[config.mk]
export PLATFORM = sky130hd
export DESIGN_NAME = aesdec_ctrl
export DESIGN_NICKNAME = d
export VERILOG_FILES = /design/src/aesdec_pkg.sv /design/src/aesdec_ctrl.sv
export SDC_FILE = /design/constraint.sdc
export NUM_CORES = 1
export LEC_CHECK = 0
export BUFFER_PORTS_ARGS = -buffer_cell sky130_fd_sc_hd__buf_2
export CORE_AREA = 2 2 39 41
export CTS_CLUSTER_DIAMETER = 200
export DETAILED_ROUTE_END_ITERATION = 12
export DIE_AREA = 0 0 41 43
export PLACE_DENSITY = 0.64
export SLEW_MARGIN = 20
export SYNTH_ARGS = -nofsm -noshare
export SYNTH_HDL_FRONTEND = slang
export SYNTH_SLANG_ARGS = --single-unit
[constraint.sdc]
create_clock -name clk -period 2.6 [get_ports clk]
set_clock_uncertainty 0.2 [all_clocks]
set_input_delay 0.13 -clock clk [delete_from_list [all_inputs] [get_ports clk]]
set_output_delay 0.13 -clock clk [all_outputs]
set_load 0.01 [all_outputs]
[src/aesdec_pkg.sv]
// Shared types, constants and round functions of the AES-128 decrypt block.
package aesdec_pkg;

  localparam int ROUNDS   = 10;
  localparam int NUM_KEYS = ROUNDS + 1;
  localparam int KEY_AW   = $clog2(NUM_KEYS);
  localparam int BLK_W    = 128;
  localparam int HALF_W   = 64;
  localparam int IDX_W    = 4;

  localparam logic REQ_LOAD    = 1'b0;
  localparam logic REQ_DECRYPT = 1'b1;

  typedef enum logic [2:0] {
    OP_NONE,
    OP_LOAD,
    OP_FIRST,
    OP_MID,
    OP_LAST
  } dp_op_t;

  typedef struct packed {
    dp_op_t            op;
    logic              key_wr;
    logic [KEY_AW-1:0] rd_addr;
  } dp_cmd_t;

  localparam logic [7:0] RSUB_LUT [256] = '{
    8'h52, 8'h09, 8'h6a, 8'hd5, 8'h30, 8'h36, 8'ha5, 8'h38,
    8'hbf, 8'h40, 8'ha3, 8'h9e, 8'h81, 8'hf3, 8'hd7, 8'hfb,
    8'h7c, 8'he3, 8'h39, 8'h82, 8'h9b, 8'h2f, 8'hff, 8'h87,
    8'h34, 8'h8e, 8'h43, 8'h44, 8'hc4, 8'hde, 8'he9, 8'hcb,
    8'h54, 8'h7b, 8'h94, 8'h32, 8'ha6, 8'hc2, 8'h23, 8'h3d,
    8'hee, 8'h4c, 8'h95, 8'h0b, 8'h42, 8'hfa, 8'hc3, 8'h4e,
    8'h08, 8'h2e, 8'ha1, 8'h66, 8'h28, 8'hd9, 8'h24, 8'hb2,
    8'h76, 8'h5b, 8'ha2, 8'h49, 8'h6d, 8'h8b, 8'hd1, 8'h25,
    8'h72, 8'hf8, 8'hf6, 8'h64, 8'h86, 8'h68, 8'h98, 8'h16,
    8'hd4, 8'ha4, 8'h5c, 8'hcc, 8'h5d, 8'h65, 8'hb6, 8'h92,
    8'h6c, 8'h70, 8'h48, 8'h50, 8'hfd, 8'hed, 8'hb9, 8'hda,
    8'h5e, 8'h15, 8'h46, 8'h57, 8'ha7, 8'h8d, 8'h9d, 8'h84,
    8'h90, 8'hd8, 8'hab, 8'h00, 8'h8c, 8'hbc, 8'hd3, 8'h0a,
    8'hf7, 8'he4, 8'h58, 8'h05, 8'hb8, 8'hb3, 8'h45, 8'h06,
    8'hd0, 8'h2c, 8'h1e, 8'h8f, 8'hca, 8'h3f, 8'h0f, 8'h02,
    8'hc1, 8'haf, 8'hbd, 8'h03, 8'h01, 8'h13, 8'h8a, 8'h6b,
    8'h3a, 8'h91, 8'h11, 8'h41, 8'h4f, 8'h67, 8'hdc, 8'hea,
    8'h97, 8'hf2, 8'hcf, 8'hce, 8'hf0, 8'hb4, 8'he6, 8'h73,
    8'h96, 8'hac, 8'h74, 8'h22, 8'he7, 8'had, 8'h35, 8'h85,
    8'he2, 8'hf9, 8'h37, 8'he8, 8'h1c, 8'h75, 8'hdf, 8'h6e,
    8'h47, 8'hf1, 8'h1a, 8'h71, 8'h1d, 8'h29, 8'hc5, 8'h89,
    8'h6f, 8'hb7, 8'h62, 8'h0e, 8'haa, 8'h18, 8'hbe, 8'h1b,
    8'hfc, 8'h56, 8'h3e, 8'h4b, 8'hc6, 8'hd2, 8'h79, 8'h20,
    8'h9a, 8'hdb, 8'hc0, 8'hfe, 8'h78, 8'hcd, 8'h5a, 8'hf4,
    8'h1f, 8'hdd, 8'ha8, 8'h33, 8'h88, 8'h07, 8'hc7, 8'h31,
    8'hb1, 8'h12, 8'h10, 8'h59, 8'h27, 8'h80, 8'hec, 8'h5f,
    8'h60, 8'h51, 8'h7f, 8'ha9, 8'h19, 8'hb5, 8'h4a, 8'h0d,
    8'h2d, 8'he5, 8'h7a, 8'h9f, 8'h93, 8'hc9, 8'h9c, 8'hef,
    8'ha0, 8'he0, 8'h3b, 8'h4d, 8'hae, 8'h2a, 8'hf5, 8'hb0,
    8'hc8, 8'heb, 8'hbb, 8'h3c, 8'h83, 8'h53, 8'h99, 8'h61,
    8'h17, 8'h2b, 8'h04, 8'h7e, 8'hba, 8'h77, 8'hd6, 8'h26,
    8'he1, 8'h69, 8'h14, 8'h63, 8'h55, 8'h21, 8'h0c, 8'h7d
  };

  function automatic logic [7:0] xtime(input logic [7:0] a);
    return {a[6:0], 1'b0} ^ (a[7] ? 8'h1b : 8'h00);
  endfunction

  // InvMixColumns as a premultiply by (4x^2+5) followed by MixColumns.
  function automatic logic [BLK_W-1:0] inv_mix(input logic [BLK_W-1:0] s);
    logic [BLK_W-1:0] r;
    logic [7:0] b0, b1, b2, b3, u, v, t;
    r = '0;
    for (int c = 0; c < 4; c++) begin
      b0 = s[BLK_W-1-8*(4*c)   -: 8];
      b1 = s[BLK_W-1-8*(4*c+1) -: 8];
      b2 = s[BLK_W-1-8*(4*c+2) -: 8];
      b3 = s[BLK_W-1-8*(4*c+3) -: 8];
      u  = xtime(xtime(b0 ^ b2));
      v  = xtime(xtime(b1 ^ b3));
      b0 = b0 ^ u;
      b1 = b1 ^ v;
      b2 = b2 ^ u;
      b3 = b3 ^ v;
      t  = b0 ^ b1 ^ b2 ^ b3;
      r[BLK_W-1-8*(4*c)   -: 8] = b0 ^ t ^ xtime(b0 ^ b1);
      r[BLK_W-1-8*(4*c+1) -: 8] = b1 ^ t ^ xtime(b1 ^ b2);
      r[BLK_W-1-8*(4*c+2) -: 8] = b2 ^ t ^ xtime(b2 ^ b3);
      r[BLK_W-1-8*(4*c+3) -: 8] = b3 ^ t ^ xtime(b3 ^ b0);
    end
    return r;
  endfunction

  // InvShiftRows then InvSubBytes; byte r+4c moves to column c+r.
  function automatic logic [BLK_W-1:0] inv_rows_bytes(input logic [BLK_W-1:0] s);
    logic [BLK_W-1:0] t;
    logic [BLK_W-1:0] r;
    t = '0;
    r = '0;
    for (int c = 0; c < 4; c++) begin
      for (int w = 0; w < 4; w++) begin
        t[BLK_W-1-8*(w+4*((c+w)%4)) -: 8] = s[BLK_W-1-8*(w+4*c) -: 8];
      end
    end
    for (int i = 0; i < 16; i++) begin
      r[BLK_W-1-8*i -: 8] = RSUB_LUT[t[BLK_W-1-8*i -: 8]];
    end
    return r;
  endfunction

endpackage

[src/aesdec_ctrl.sv]
// Controller: request decode, round sequencing and response valid.
module aesdec_ctrl (
  input  logic                         clk,
  input  logic                         rst,
  input  logic                         req_valid,
  input  logic                         req_type,
  input  logic [aesdec_pkg::IDX_W-1:0] round_index,
  output logic                         req_ready,
  output logic                         rsp_valid,
  input  logic                         rsp_ready,
  output aesdec_pkg::dp_cmd_t          cmd
);
  import aesdec_pkg::*;

  typedef enum logic {
    IDLE,
    RUN
  } state_t;

  state_t            state;
  logic [KEY_AW-1:0] rnd;       // key index presented on the key RAM output
  logic              req_acc;
  logic              last_go;

  assign req_ready = (state == IDLE);
  assign req_acc   = req_valid && req_ready;
  // final key add waits for the result register to be free
  assign last_go   = (state == RUN) && (rnd == '0) && (!rsp_valid || rsp_ready);

  always_comb begin
    cmd.op      = OP_NONE;
    cmd.key_wr  = req_acc && (req_type == REQ_LOAD) &&
                  (round_index <= IDX_W'(ROUNDS));
    cmd.rd_addr = KEY_AW'(ROUNDS);
    if (req_acc && (req_type == REQ_DECRYPT)) begin
      cmd.op = OP_LOAD;
    end
    if (state == RUN) begin
      if (rnd == '0) begin
        cmd.rd_addr = '0;
        if (last_go) begin
          cmd.op = OP_LAST;
        end
      end else begin
        cmd.rd_addr = rnd - KEY_AW'(1);
        cmd.op      = (rnd == KEY_AW'(ROUNDS)) ? OP_FIRST : OP_MID;
      end
    end
  end

  always_ff @(posedge clk) begin
    if (rst) begin
      state     <= IDLE;
      rnd       <= '0;
      rsp_valid <= 1'b0;
    end else begin
      if (rsp_valid && rsp_ready) begin
        rsp_valid <= 1'b0;
      end
      case (state)
        IDLE: begin
          if (req_acc && (req_type == REQ_DECRYPT)) begin
            state <= RUN;
            rnd   <= KEY_AW'(ROUNDS);
          end
        end
        RUN: begin
          if (rnd != '0) begin
            rnd <= rnd - KEY_AW'(1);
          end else if (last_go) begin
            state     <= IDLE;
            rsp_valid <= 1'b1;
          end
        end
        default: state <= IDLE;
      endcase
    end
  end

  a_rnd_range: assert property (@(posedge clk) disable iff (rst)
    rnd <= KEY_AW'(ROUNDS))
    else $error("round counter out of range");

  a_start: assert property (@(posedge clk) disable iff (rst)
    (req_acc && req_type == REQ_DECRYPT) |=> (state == RUN && rnd == KEY_AW'(ROUNDS)))
    else $error("decrypt transaction did not start the round sequence");

  a_last_free: assert property (@(posedge clk) disable iff (rst)
    (cmd.op == OP_LAST) |-> (!rsp_valid || rsp_ready))
    else $error("result register overwritten while still pending");

  a_last_valid: assert property (@(posedge clk) disable iff (rst)
    (cmd.op == OP_LAST) |=> (rsp_valid && state == IDLE))
    else $error("final round did not present a result");

  a_wr_idle: assert property (@(posedge clk) disable iff (rst)
    cmd.key_wr |-> (state == IDLE && cmd.op == OP_NONE))
    else $error("key store written during a block");

endmodule

# Word level (Yosys, flattened, before mapping)

Index checks and enable logic that the tools add are counted.

Register bits after elaboration: 6
Latch bits: 0
Memory bits (writable): 0
Bits in read-only memories: 0
Input bits: 9
Output and inout bits: 10
Logic and storage cells: 40
Memories kept: 0

$add $sub $neg: 1
Multipliers: 0
Divide/modulo/power cells: 0
$lt $le $gt $ge: 1
Eq/ne operators: 3
Shifts and indexed selects: 0
Mux-type cells: 18
Bitwise logic cells: 2
Reduce and logical (&&, ||, !) cells: 12

Operators with widths:

| kind                | number |
|---|---|
| $mux 4              | 4 |
| $mux 1              | 9 |
| $mux 3              | 3 |
| $pmux 4 s2          | 1 |
| $logic_and 1x1->1   | 7 |
| $eq 4x4->1 const B  | 1 |
| $le 4x4->1 const B  | 1 |
| $logic_not 4->1     | 1 |
| $ne 2x1->1 const B  | 2 |
| $reduce_bool 4->1   | 1 |
| $sub 4x1->4 const B | 1 |
| $not 1->1           | 2 |
| $pmux 1 s2          | 1 |
| $reduce_and 2->1    | 1 |
| $logic_not 1->1     | 1 |
| $logic_or 1x1->1    | 1 |

# Longest topological paths before layout

Word-level depth: 7
Mapped depth: 5
Gate-level depth less buffers: 5

# Worst setup path before layout

Ideal clock, no wire load.

Path type: register -> register
Start: reg rnd[0]
End: reg rnd[1]
Setup time: 0.088 ns
Data arrival time: 1.346 ns
Data required time: 2.312 ns
Path slack: 0.966 ns
Stages on the path, launching flop included: 6
Buffers on the path: 0
Period minus slack after synthesis: 1.634 ns
Path through: dfxtp_1 -> inv_1 -> ha_1 -> or3b_4 -> and3_4 -> a311oi_2

Word-level cells in the longest chain between the ends: 3
Elaborated cells on any way between the ends: 6
Classes of those cells: add/sub: 1; eq/ne: 1; mux: 2; reduce/logical: 2

Ends and longest elaborated chain:

| what                                                    | RTL line                             | text |
|---|---|---|
| from (decl)                                             | aesdec_ctrl.sv:21                    | `logic [KEY_AW-1:0] rnd;` |
| from (signal assigned)                                  | aesdec_ctrl.sv:64                    | `rnd <= KEY_AW'(ROUNDS);` |
| from (signal assigned)                                  | aesdec_ctrl.sv:69                    | `rnd <= rnd - KEY_AW'(1);` |
| $sub 4x1->4 / $reduce_bool 4->1 (equally long branches) | aesdec_ctrl.sv:69, aesdec_ctrl.sv:68 |  |
| $mux 4 / $ne 2x1->1 (equally long branches)             | --                                   |  |
| $pmux 4 s2 / $reduce_and 2->1 (equally long branches)   | --                                   |  |

Parallel ways exist; a longest one is shown, timed or not. The select of a mux whose other input is x is not followed.
A chain may end at the register's enable or synchronous reset.

==> results.cfg <==
[run_status]
status = completed

[route]
routed_wl_um = 1008
wl_per_cell_um = 11.59
drc = 0
drtPass1Iterations = 5
dr.first_iter.drc_count = 11
routed_via_density = 5.080
ant_nets = 0
via_count = 442

[floorplan]
fp.dieW_um = 41
die_y_um = 43
num_rows = 14
die-area_mm2 = 0.001763
initial_core_util_pct = 29.84
ios = 19
coreArea_mm2 = 0.001384

[worst_setup_path]
critPathLaunchType = flip-flop
path_class = reg2out
cp_max_fo = 5
endpoint_kind = output port
worstPathArrival_ns = 1.78
required_ns = 2.27

[timing]
finalCritPeriodShare_pct = 81.21
drv_slew = 0
setup_viol = 0
worst_slack_ns = 0.4885
max_freq_mhz = 473.6
tightest_slew_ns = 0.5139
slew_headroom_pct = 65.67
fin_setup_tns_ns = 0
hold_viol_final = 0
post-route-min-period_ns = 2.112
grt_setup_unrepaired = false

[placed_design]
gp_congestion = 0.8406
port_buffers = 18
dp_slack_ns = 0.7588
dp_hpwl_um = 749.2

[yosys]
synth.net_count = 62
synth.avg_cell_area_um2 = 8.258
yosys-top-cells-area = dfxtp_1 29%, ha_1 9.1%, inv_1 6.4%
synth-edff-count = 0
postSynth.asyncResetShare_pct = 0
ys.flop_type = dfxtp_1
syn-instance-count = 50
synth_area_um2 = 412.9
ys_warn_count = 0
synth.distinct_cells = 27
ys_seq_elements = 6
synth_top_area_cell = dfxtp_1
ys_seq_area_share_pct = 29.09
synth.top_cell.area_share_pct = 29.09

[clocking]
cts-resized-gates = 0
post_cts_buffers = 0
clk_pin_slew_ns = 0.05
cts_tree = built
cts_inserted_buffers = 3
insertion_delay_ns = 0.25
cts_max_level = 1
cts_hold_buf = 2
cts_sinks = 6
clk_path_buf_depth = 2
root_buffer = clkbuf_4

[global_routing]
antenna_found_initial = 0
grt_max_degree = 13
overflow = 0
grt_usage_pct = 14.93
grt_pass1_vias = 409
grt_pass1_wl_um = 1766

[power_and_ir_drop]
power_uw = 303.3
ir_drop_mv = 0.2215
p_leak_nw = 0.2595
powerDensity_mw_per_mm2 = 552.1

[finish]
area_delta_synth_final_pct = 33.03
drive_above_1_share_pct = 36.62
finalCoreUtilization_pct = 39.69
layout.nets = 85
diodes = 0

[flow_run]
cap_viol_max_count = 0

[min_path]
hold_path.class = in2reg
==> power breakdown <==
part	total (mW)	internal (mW)	switching, mW	leakage, nW
Combinational	0.0993	0.0474	0.0519	0.197
Sequential	0.114	0.101	0.0132	0.0492
Clock	0.0897	0.0525	0.0373	0.0138
==> final timing paths <==
| kind | slack, ns | cells after the start | start | to |
|---|---|---|---|---|
| hold reg to reg | 0.29 | 2 | rsp_valid | rsp_valid |
| hold / removal | 0.17 | 3 | req_type | state |
| setup / recovery | 0.49 | 6 | rnd[0] | cmd[5] |
| setup reg to reg | 0.81 | 5 | rnd[0] | state |
==> sequential cells by signal, indices dropped and copies added, names as in the netlist <==
| name | flops |
|---|---|
| rsp_valid | 1 |
| state | 1 |
| rnd | 4 |
==> cell usage after synthesis (2+ instances only) <==
master,number
ha_1,3
a21oi_1,4
o21ai_0,2
inv_1,7
nand2_1,4
dfxtp_1,6
nand3_1,2
nor2_1,2
nand2b_1,2
==> kinds of logic (layout without fill, tap and decap cells) <==
group | count (synthesis) | in the layout | synth area share [%]
AND/OR/NAND/NOR | 17 | 17 | 24.24
XOR/XNOR | 1 | 1 | 2.122
AO/OA/AOI/OAI | 14 | 14 | 25.15
adder cells (fa/ha/maj) | 3 | 3 | 9.092
flip-flops | 6 | 6 | 29.09
buffers and inverters | 9 | 30 | 10.30
==> placed cells by master (no fill, tap or decap), types with 2 or more instances in the layout <==
master | Yosys | layout
nand2b_1 | 2 | 2
nor2_1 | 2 | 2
ha_1 | 3 | 3
a21oi_1 | 4 | 4
inv_1 | 7 | 7
o21ai_0 | 2 | 2
nand3_1 | 2 | 2
clkbuf_4 | 0 | 3
buf_2 | 1 | 18
dfxtp_1 | 6 | 6
dlygate4sd3_1 | 0 | 2
nand2_1 | 4 | 4
==> metrics by stage <==
step | instances | cell area [um^2] | hold WS (ns)
after floorplan | 50 | 412.9 | -0.002138
after global placement | 82 | 506.7 | 0.2010
after detailed placement | 82 | 506.7 | 0.2003
after CTS | 87 | 549.3 | 0.1598
after global routing | 87 | 549.3 | 0.1969
final | 87 | 549.3 | 0.1729
==> layout make-up <==
cell class,instances,area [um^2]
inverter,7,26.28
tap,16,20.02
sequential,6,120.1
multi-input combinational,35,250.2
fill,148,834.6
timing repair buffer,20,110.1
clock buffer,3,22.52
==> critical path: stages, from the launching register on <==
cell and delay [ns]:
dfxtp_1 0.33, inv_1 0.14, ha_1 0.21, or3b_4 0.40, nand2_1 0.18, o21ai_0 0.11, buf_2 0.16
==> routing by layer <==
| layer | up-vias | global-route usage, % | part of all wire [%] |
|---|---|---|---|
| met5 | - | 0 | 0 |
| met4 | 0 | 6.000 | 0.79 |
| met3 | 2 | 6.283 | 4.5 |
| met2 | 11 | 21.25 | 48 |
| met1 | 207 | 19.17 | 47 |
| li1 | 222 | - | - |
No activity file was read; power rests on OpenSTA's default activity.
